## src/rtl/streaming_quantile_sketch_defines.svh

```systemverilog
// Assertion helpers for the quantile sketch.
`ifndef STREAMING_QUANTILE_SKETCH_DEFINES_SVH
`define STREAMING_QUANTILE_SKETCH_DEFINES_SVH

`ifndef SYNTHESIS
`define SQS_ASSERT_SAME(label, ante, cons) \
  label: assert property (@(posedge clk) disable iff (!rst_n) (ante) |-> (cons)) \
    else $error("sketch check failed");
`define SQS_ASSERT_NEXT(label, ante, cons) \
  label: assert property (@(posedge clk) disable iff (!rst_n) (ante) |=> (cons)) \
    else $error("sketch check failed");
`else
`define SQS_ASSERT_SAME(label, ante, cons)
`define SQS_ASSERT_NEXT(label, ante, cons)
`endif

`endif

```

## src/rtl/sqs_pkg.sv

```systemverilog
package sqs_pkg;

  localparam int K           = 200;
  localparam int MAX_LEVELS  = 16;
  localparam int STORE_DEPTH = MAX_LEVELS * (K + 1);
  localparam int DATA_W      = 32;
  localparam int FILL_W      = 11;
  localparam int SCR_DEPTH   = 1 << FILL_W;
  localparam int ADDR_W      = $clog2(STORE_DEPTH);
  localparam int CNT_W       = $clog2(STORE_DEPTH + 1);
  localparam int LVL_W       = $clog2(MAX_LEVELS + 1);
  localparam int LIDX_W      = $clog2(MAX_LEVELS);
  localparam int TOT_W       = CNT_W + MAX_LEVELS - 1;
  localparam int FRAC_W      = 17;
  localparam int DCNT_W      = $clog2(FRAC_W);

  typedef enum logic {
    OP_INSERT = 1'b0,
    OP_QUERY  = 1'b1
  } op_t;

  typedef struct packed {
    op_t               op;
    logic [DATA_W-1:0] value;
  } cmd_t;

  typedef struct packed {
    logic [LVL_W-1:0] active;
    logic             ovf;
  } sqs_stat_t;

  typedef enum logic [4:0] {
    S_IDLE,
    S_CHK,
    S_FIND,
    S_BASE,
    S_LD_RD,
    S_LD_WT,
    S_SRT_RD,
    S_SRT_CMP,
    S_KEEP_RD,
    S_KEEP_WR,
    S_MV_RD,
    S_MV_WR,
    S_FIX,
    S_Q_LV,
    S_Q_ACC,
    S_DIV,
    S_OUT
  } state_t;

  typedef logic [FILL_W-1:0] cap_arr_t [MAX_LEVELS];
  typedef logic [CNT_W-1:0]  max_arr_t [MAX_LEVELS+1];

  // capacity at depth d: ceil(K * 2^d / 3^d) + 1
  function automatic cap_arr_t cap_table();
    cap_arr_t    t;
    longint      num;
    longint      den;
    longint      q;
    for (int d = 0; d < MAX_LEVELS; d++) begin
      num = longint'(K) << d;
      den = 1;
      for (int i = 0; i < d; i++) den = den * 3;
      // smallest q with q * den >= num
      q = 0;
      while (q * den < num) q = q + 1;
      t[d] = FILL_W'(q + 1);
    end
    return t;
  endfunction

  localparam cap_arr_t CAP_TAB = cap_table();

  // summed capacity for a given number of active levels
  function automatic max_arr_t max_table();
    max_arr_t t;
    int       s;
    s = 0;
    t[0] = '0;
    for (int a = 1; a <= MAX_LEVELS; a++) begin
      s = s + int'(CAP_TAB[a-1]);
      t[a] = CNT_W'(s);
    end
    return t;
  endfunction

  localparam max_arr_t MAX_TAB = max_table();

endpackage

```

## src/rtl/sqs_front.sv

```systemverilog
module sqs_front import sqs_pkg::*; (
  input  logic              clk,
  input  logic              rst_n,
  input  logic              in_valid,
  output logic              in_stall,
  input  logic              in_op,
  input  logic [DATA_W-1:0] in_value,
  output logic              cmd_valid,
  output cmd_t              cmd,
  input  logic              cmd_pop
);

  cmd_t       q_r [2];
  logic       wp_r, wp_nxt;
  logic       rp_r, rp_nxt;
  logic [1:0] cnt_r, cnt_nxt;
  logic       push, pop;
  cmd_t       cls;

  always_comb begin
    cls.value = in_value;
    unique case (in_op)
      1'b0:    cls.op = OP_INSERT;
      default: cls.op = OP_QUERY;
    endcase
  end

  assign in_stall  = (cnt_r == 2'd2);
  assign cmd_valid = (cnt_r != 2'd0);
  assign cmd       = q_r[rp_r];
  assign push      = in_valid && !in_stall;
  assign pop       = cmd_pop && cmd_valid;

  always_comb begin
    wp_nxt  = push ? ~wp_r : wp_r;
    rp_nxt  = pop ? ~rp_r : rp_r;
    cnt_nxt = cnt_r + {1'b0, push} - {1'b0, pop};
  end

  always_ff @(posedge clk) begin
    if (!rst_n) begin
      wp_r  <= 1'b0;
      rp_r  <= 1'b0;
      cnt_r <= 2'd0;
    end else begin
      wp_r  <= wp_nxt;
      rp_r  <= rp_nxt;
      cnt_r <= cnt_nxt;
    end
  end

  always_ff @(posedge clk) begin
    if (push) begin
      q_r[wp_r] <= cls;
    end
  end

endmodule

```

## config.mk

```make
export PLATFORM = sky130hd
export DESIGN_NAME = sqs_front
export DESIGN_NICKNAME = d
export VERILOG_FILES = /design/src/rtl/streaming_quantile_sketch_defines.svh /design/src/rtl/sqs_pkg.sv /design/src/rtl/sqs_front.sv
export SDC_FILE = /design/constraint.sdc
export NUM_CORES = 1
export LEC_CHECK = 0
export BUFFER_PORTS_ARGS = -buffer_cell sky130_fd_sc_hd__buf_2
export CORE_UTILIZATION = 45
export CTS_BUF_LIST = sky130_fd_sc_hd__clkbuf_2
export DETAILED_ROUTE_END_ITERATION = 8
export PLACE_DENSITY = 0.7
export SETUP_SLACK_MARGIN = 0.2
export SKIP_CTS_REPAIR_TIMING = 1
export SLEW_MARGIN = 20
export SYNTH_ARGS = -nofsm -noshare
export SYNTH_HDL_FRONTEND = slang
export SYNTH_SLANG_ARGS = --single-unit
```

## constraint.sdc

```tcl
create_clock -name clk -period 3.4 [get_ports clk]
set_clock_uncertainty 0.15 [all_clocks]
set_input_delay 0 -clock clk [delete_from_list [all_inputs] [get_ports clk]]
set_output_delay 0 -clock clk [all_outputs]
set_load 0.01 [all_outputs]
```

==> results.md, run 1 <==
- H-Tree Level Count: 3
- RSZ-0062 raised after global routing: false
- Area post-placement: approximately 3200 um2
- VDD IR-drop max: between 0.3 and 0.4 mV
- Total Routed Length: approximately 4400 um
- Final non-filler cell total: 321
- Per-cell routed wire length: around 14 um
- Starting Density: a little under half
- Max cap viols: 0
- Die Width: roughly 80 um
- CORE AREA: approximately 6000 um2
- Initial antenna violation count: 0
- Dpl cells: ~270
- Critical Path Source Type: flip-flop
- Setup ws final: ~1.2 ns
- Total negative setup slack: 0 ns
- Largest net degree at the start of global routing: 34
- Place WS: about 1.4 ns
- Power Dens Cells: approximately 600 nW/um2
- P_sw: roughly 0.61 mW
- First-pass GRT wire length: around 6000 um
- Final hold vios: 0
- Crit end category: output port
- CP Max Fanout: 33
- Crit path to: cmd[32]
- Layout area overhead: 29.35%
- Avg Inst Size Synth: 21.48 um2
- Mapped Area: around 2800 um2
- Required time of the critical path: 3.25 ns
- DP Wirelength: 2570 um
- Final min period: between 2 and 2.5 ns
- R2R Path End: q_r[0][2]$_DFFE_PP_
- GR Util All Layers: 13.17%
- Clk_lat worst skew: between 0.4 and 0.5 ns
- Syn nets: roughly 170
- Clock Sinks: 71
- Total Power: 2.157 mW
- Antenna diodes: 0
- Worst R2R Path Depth: 3
- Yosys warning count: 0
- Critical Path, Cell by Cell: mux2_2 > buf_2
- Drt pass-1 iters: 4
- Seq/Total Area, Yosys: between 70% and 80%
- Vias post-DR: 1474
- Final Cycle Share: approximately 66%
- Post-synthesis cell type count: 18
- Reg clk slew, reported paths: ~0.18 ns
- Yosys top cell area share: between 70% and 80%
- Synth Register Bits: between 70 and 80
- Top cells by instance count after synthesis: 66 x edfxtp_1, 30 x mux2_4, 5 x dfxtp_1
- Io pins: between 70 and 80
- Final setup vio count: 0
- Buffers added on ports: 71
- Crit path largest cell delay: 1.07 ns
- Post-route DRC: 0
- Status: finished clean
- Slew Limit Fails: 0
- Design area: 3585 um2
- Hold WC Path Type: input pin to flip-flop
- Flip-flop and latch area: ~2100 um2
- Leakage power total: 1.452 nW
- Worst EP arrival: between 2 and 2.5 ns
- Vias in the first global route: around 1.3k
- Cell count along the critical path: 2
- Fin util: approximately three fifths
- EDFF count, synth: between 60 and 70
- Slew @ Worst Pin: roughly 1.1 ns
- FF-to-FF setup slack: 1.44 ns
- Clock tree root driver cell: clkbuf_2
- Layout cells sized above 1: a little under half
- Total grt overflow: 0
- Placer congestion estimate: between 0.6 and 0.7
- Reg power frac: a little under three fifths
- DR vias/cell: ~4.6
- Num CTS Buffers: 9
- Switching Fraction: about 28%
- Worst reg2reg startpoint: cnt_r[0]$_SDFF_PN0_
- Final nets: ~280
- Post-synth ARST share: 0%
- Cell taking the most area after synthesis: edfxtp_1
- Logic pwr share: between 20% and 30%
- WHS: 0.06086 ns
- Die height: 80.48 um
- Worst Path Buf+Inv: 1
- Ranking of synthesized cells by area: edfxtp_1 72%, mux2_4 16%, dfxtp_1 3.6%, buf_12 2.2%, mux2_2 1.2%
- Filler cells: ~460
- Multi-input gate area: just over 600 um2
- Top_reg_cell synth: edfxtp_1
- Fmax: 0.4482 GHz
- Die area: approximately 6500 um2
- Initial drt markers: between 40 and 50
- Power share of the clock group: 15.4%
- CTS tree: built
- CP Class: flip-flop to output port
- Slowest stage cell on the critical path: dfxtp_2
- Max Buffers Root-to-Sink: 2
- Max-slew headroom: 28.53%
- Int Pwr: approximately 1.5 mW
- Post-route ant nets: 0
- Number of placement rows: 28
- Cells after Synth: between 100 and 150
- Critical path's top delay family: flip-flops
- Count leader, synth: edfxtp_1
==> worst min-delay path: cells and delay by family <==
| family | cells | cell delay, ns |
|---|---|---|
| simple gates | 2 | 0.35 |
| buf+inv | 1 | 0.10 |
==> cell families (layout without fill, tap and decap cells) <==
group	Yosys count	in the layout	synth area share, %
xor gates and xnor gates	3	3	0.9483
muxes	34	34	17.83
AOI/OAI and AO/OA	1	1	0.2710
DFF	71	71	75.12
and+or+nand+nor	11	11	1.942
adders and majority gates	2	2	0.9028
buffers and inverters	7	124	2.980
==> power by group through the flow <==
| stage | Sequential, mW | Clock (mW) | Combinational [mW] |
|---|---|---|---|
| after floorplan | 1.15 | 0 | 0.510 |
| after global placement | 1.22 | 0 | 0.588 |
| after detailed placement | 1.23 | 0 | 0.595 |
| after CTS | 1.21 | 0.345 | 0.598 |
| after global routing | 1.22 | 0.386 | 0.675 |
| final | 1.20 | 0.333 | 0.622 |
==> cells in the final DEF, fill, tap and decap left out, drive strengths merged <==
master / synthesis / routed
buf: 4 / 71
edfxtp: 66 / 66
dlygate4sd3: 0 / 36
mux2: 33 / 33
clkbuf: 0 / 10
dfxtp: 5 / 5
clkinv: 0 / 4
nor2: 4 / 4
inv: 3 / 3
nand2b: 2 / 2
nand2: 2 / 2
xnor2: 2 / 2
ha: 2 / 2
o21a: 1 / 1
or2: 1 / 1
and3: 1 / 1
and2: 1 / 1
mux2i: 1 / 1
xor2: 1 / 1
==> registers in the layout (all words and copies together) (netlist names), named ones only <==
| name | cells |
|---|---|
| q_r | 66 |
| cnt_r | 2 |
| rp_r | 1 |
| wp_r | 1 |
==> how the worst min path moves through the flow <==
stage,from,to,slack [ns],depth (start not counted)
global route,in_valid,cnt_r[1]$_SDFF_PN0_,0.01,5
detailed placement,in_value[4],q_r[1][4]$_DFFE_PP_,0.04,1
finish,in_valid,q_r[0][12]$_DFFE_PP_,0.06,3
global placement,in_value[9],q_r[0][9]$_DFFE_PP_,0.04,1
floorplan,in_value[0],q_r[0][0]$_DFFE_PP_,-0.05,0
CTS,in_value[24],q_r[0][24]$_DFFE_PP_,-0.47,1
==> area by class of cell <==
cell class / count / area share (%)
clock inverters: 4 / 0.4188
repair buffers: 107 / 19.97
flip-flops and latches: 71 / 58.12
clock buffers: 10 / 1.396
multi-input cells: 51 / 17.17
well taps: 75 / 2.618
inverters: 3 / 0.3141
==> per-layer routing <==
layer,vias up,global-route usage (%),wire length [um]
met5,-,0,0
met4,0,7.500,37
met3,4,4.886,216
met2,41,20.59,2218
met1,712,15.58,1880
li1,717,-,-
No activity file was read; power rests on OpenSTA's default activity.
==> run 2: changes to the inputs <==
--- a/config.mk
+++ b/config.mk
@@ -9,7 +9,7 @@
 export CORE_UTILIZATION = 45
 export CTS_BUF_LIST = sky130_fd_sc_hd__clkbuf_2
 export DETAILED_ROUTE_END_ITERATION = 8
-export PLACE_DENSITY = 0.7
+export PLACE_DENSITY = 0.72
 export SETUP_SLACK_MARGIN = 0.2
 export SKIP_CTS_REPAIR_TIMING = 1
 export SLEW_MARGIN = 20
==> constraint.sdc (replaced) <==
create_clock -name clk -period 1.9 [get_ports clk]
set_clock_uncertainty 0.15 [all_clocks]
set_input_delay 0 -clock clk [delete_from_list [all_inputs] [get_ports clk]]
set_output_delay 0 -clock clk [all_outputs]
set_load 0.01 [all_outputs]
==> results.md, run 2 (synthesis results as in run 1) <==
- Max Buffers Root-to-Sink: 2 (unchanged)
- Largest register FFs: 66 (unchanged)
- Drt pass-1 iters: 4 (unchanged)
- Leakage power total: 1.567 nW (+7.9%)
- Die area: 6476 um2 (unchanged)
- GR Util met3: 4.091% (-0.80 points)
- Total grt overflow: 0 (unchanged)
- Placer congestion estimate: 0.6853 (+2.6%)
- Switching Fraction: 28.02% (-0.18 points)
- Commonest non-fill, non-tap cells in the layout: 66 x edfxtp_1, 55 x buf_2, 37 x dlygate4sd3_1
- Int Pwr: 3.075 mW (+99%)
- Dpl cells: 274 (+1.1%)
- Critical Path Source Type: flip-flop
- Largest registers: q_r x66, cnt_r x2
- GR Util All Layers: 14.30% (+1.1 points)
- CP Max Fanout: 3 (-91%)
- Initial antenna violation count: 0 (unchanged)
- Num CTS Buffers: 9 (unchanged)
- Final Cycle Share: approximately 91%
- Worst EP arrival: 1.94 ns (-0.14 ns)
- Io pins: 72 (unchanged)
- Reg clk slew, reported paths: 0.18 ns (about the same)
- Starting Density: 46.81% (unchanged)
- Final non-filler cell total: 331 (+3.1%)
- Crit end category: flip-flop
- Max-slew headroom: 85.56% (+57 points)
- Power share of the clock group: 14.6% (-0.8 points)
- Commonest non-fill, non-tap cell in the layout: edfxtp_1
- CORE AREA: 5921 um2 (unchanged)
- GRT met2 Usage: 23.64% (+3.1 points)
- Power Dens Cells: 1103 nW/um2 (+83%)
- Largest net degree at the start of global routing: 34 (unchanged)
- Total Routed Length: 5061 um (+16%)
- Status: finished clean
- Post-route ant nets: 0 (unchanged)
- Clk_lat worst skew: 0.45 ns (about the same)
- Max cap viols: 0 (unchanged)
- Required time of the critical path: 2.11 ns (-1.14 ns)
- VDD IR-drop max: 0.8869 mV (+130%)
- Layout area overhead: 39.73%
- Fmax: roughly 0.58 GHz
- Post-route DRC: 0 (unchanged)
- Buffers added on ports: 71 (unchanged)
- Reg power frac: 48.3% (-7.4 points)
- P_sw: 1.197 mW (+97%)
- Met1 Use GR: 16.39% (+0.81 points)
- RSZ-0062 raised after global routing: true
- Die height: 80.48 um (unchanged)
- Gr busiest metal: met2
- Final hold vios: 0 (unchanged)
- Vias in the first global route: 1349 (+5.7%)
- Logic pwr share: 37.1% (+8.3 points)
- Vias post-DR: 1529 (+3.7%)
- Per-cell routed wire length: 15.29 um (+13%)
- Slew Limit Fails: 0 (unchanged)
- Slew @ Worst Pin: 0.2166 ns (-0.8554 ns)
- Initial drt markers: 102 (+120%)
- Layout cells sized above 1: 51.95% (+4.0 points)
- Hold path depth: 2 (-1)
- Total negative setup slack: 0 ns (unchanged)
- Clock Sinks: 71 (unchanged)
- Final nets: 291 (+3.2%)
- Number of placement rows: 28 (unchanged)
- Worst R2R Path Depth: 7 (+4)
- Final min period: 1.729 ns
- H-Tree Level Count: 3 (unchanged)
- Antenna diodes: 0 (unchanged)
- CTS tree: built
- DP Wirelength: 2923 um (+14%)
- Hold WC Path Type: input pin to flip-flop
- Die Width: 80.48 um (unchanged)
- CP Class: flip-flop to flip-flop
- First-pass GRT wire length: 6437 um (+9.5%)
- DR vias/cell: 4.619 (+0.60%)
- Clock tree root driver cell: clkbuf_2
- Final setup vio count: 0 (unchanged)
- Reg with most FFs: q_r
run 2: area by class of cell:
cell class,count,area (um2)
tap,75,93.84
clock inverter,3,11.26
multi-input combinational,51,643.1
fill,434,2048
clock buffer,12,60.06
timing repair buffer,116,962.2
inverter,3,11.26
sequential,71,2091
run 2: per-stage QoR:
stage | hold WS (ns) | setup slack, ns | util, % | area (um2) | total power, mW
6_report | 0.09835 | 0.1715 | 65.41 | 3872 | 4.272
5_1_grt | 0.06344 | 0.1101 | 65.41 | 3872 | 4.500
4_1_cts | -0.4720 | 0.07804 | 55.58 | 3291 | 3.932
3_5_place_dp | 0.04159 | 0.1080 | 54.37 | 3219 | 3.326
3_3_place_gp | 0.03887 | 0.1852 | 54.37 | 3219 | 3.288
2_1_floorplan | -0.05113 | 0.2335 | - | 2780 | 2.972
run 2: power by group through the flow:
stage                     sequential (mW)  combinational [mW]  clock, mW
final                                2.06                1.58      0.624
after global routing                 2.09                1.70      0.713
after CTS                            2.04                1.25      0.641
after detailed placement             2.08                1.25          0
after global placement               2.06                1.23          0
after floorplan                      2.05               0.919          0
run 2: path summary, 6_finish.rpt:
kind / start / endpoint / slack, ns
max: cnt_r[1]$_SDFF_PN0_ / cnt_r[1]$_SDFF_PN0_ / 0.17
min: in_value[6] / q_r[0][6]$_DFFE_PP_ / 0.1
max reg2reg: cnt_r[1]$_SDFF_PN0_ / cnt_r[1]$_SDFF_PN0_ / 0.17
min reg2reg: rp_r$_SDFFE_PN0P_ / rp_r$_SDFFE_PN0P_ / 0.41
run 2: metal layers:
metal,wire [um],vias up
li1,-,737
met4,101,0
met5,0,-
met2,2726,43
met3,192,10
met1,2041,739
run 2: worst max-delay path, cell delays in order, from the launching register on:
cell and delay, ns:
dfxtp_4 0.39, o21a_1 0.23, ha_4 0.29, inv_1 0.03, ha_1 0.17, xor2_1 0.17
xnor2_1 0.15, nor2_1 0.06
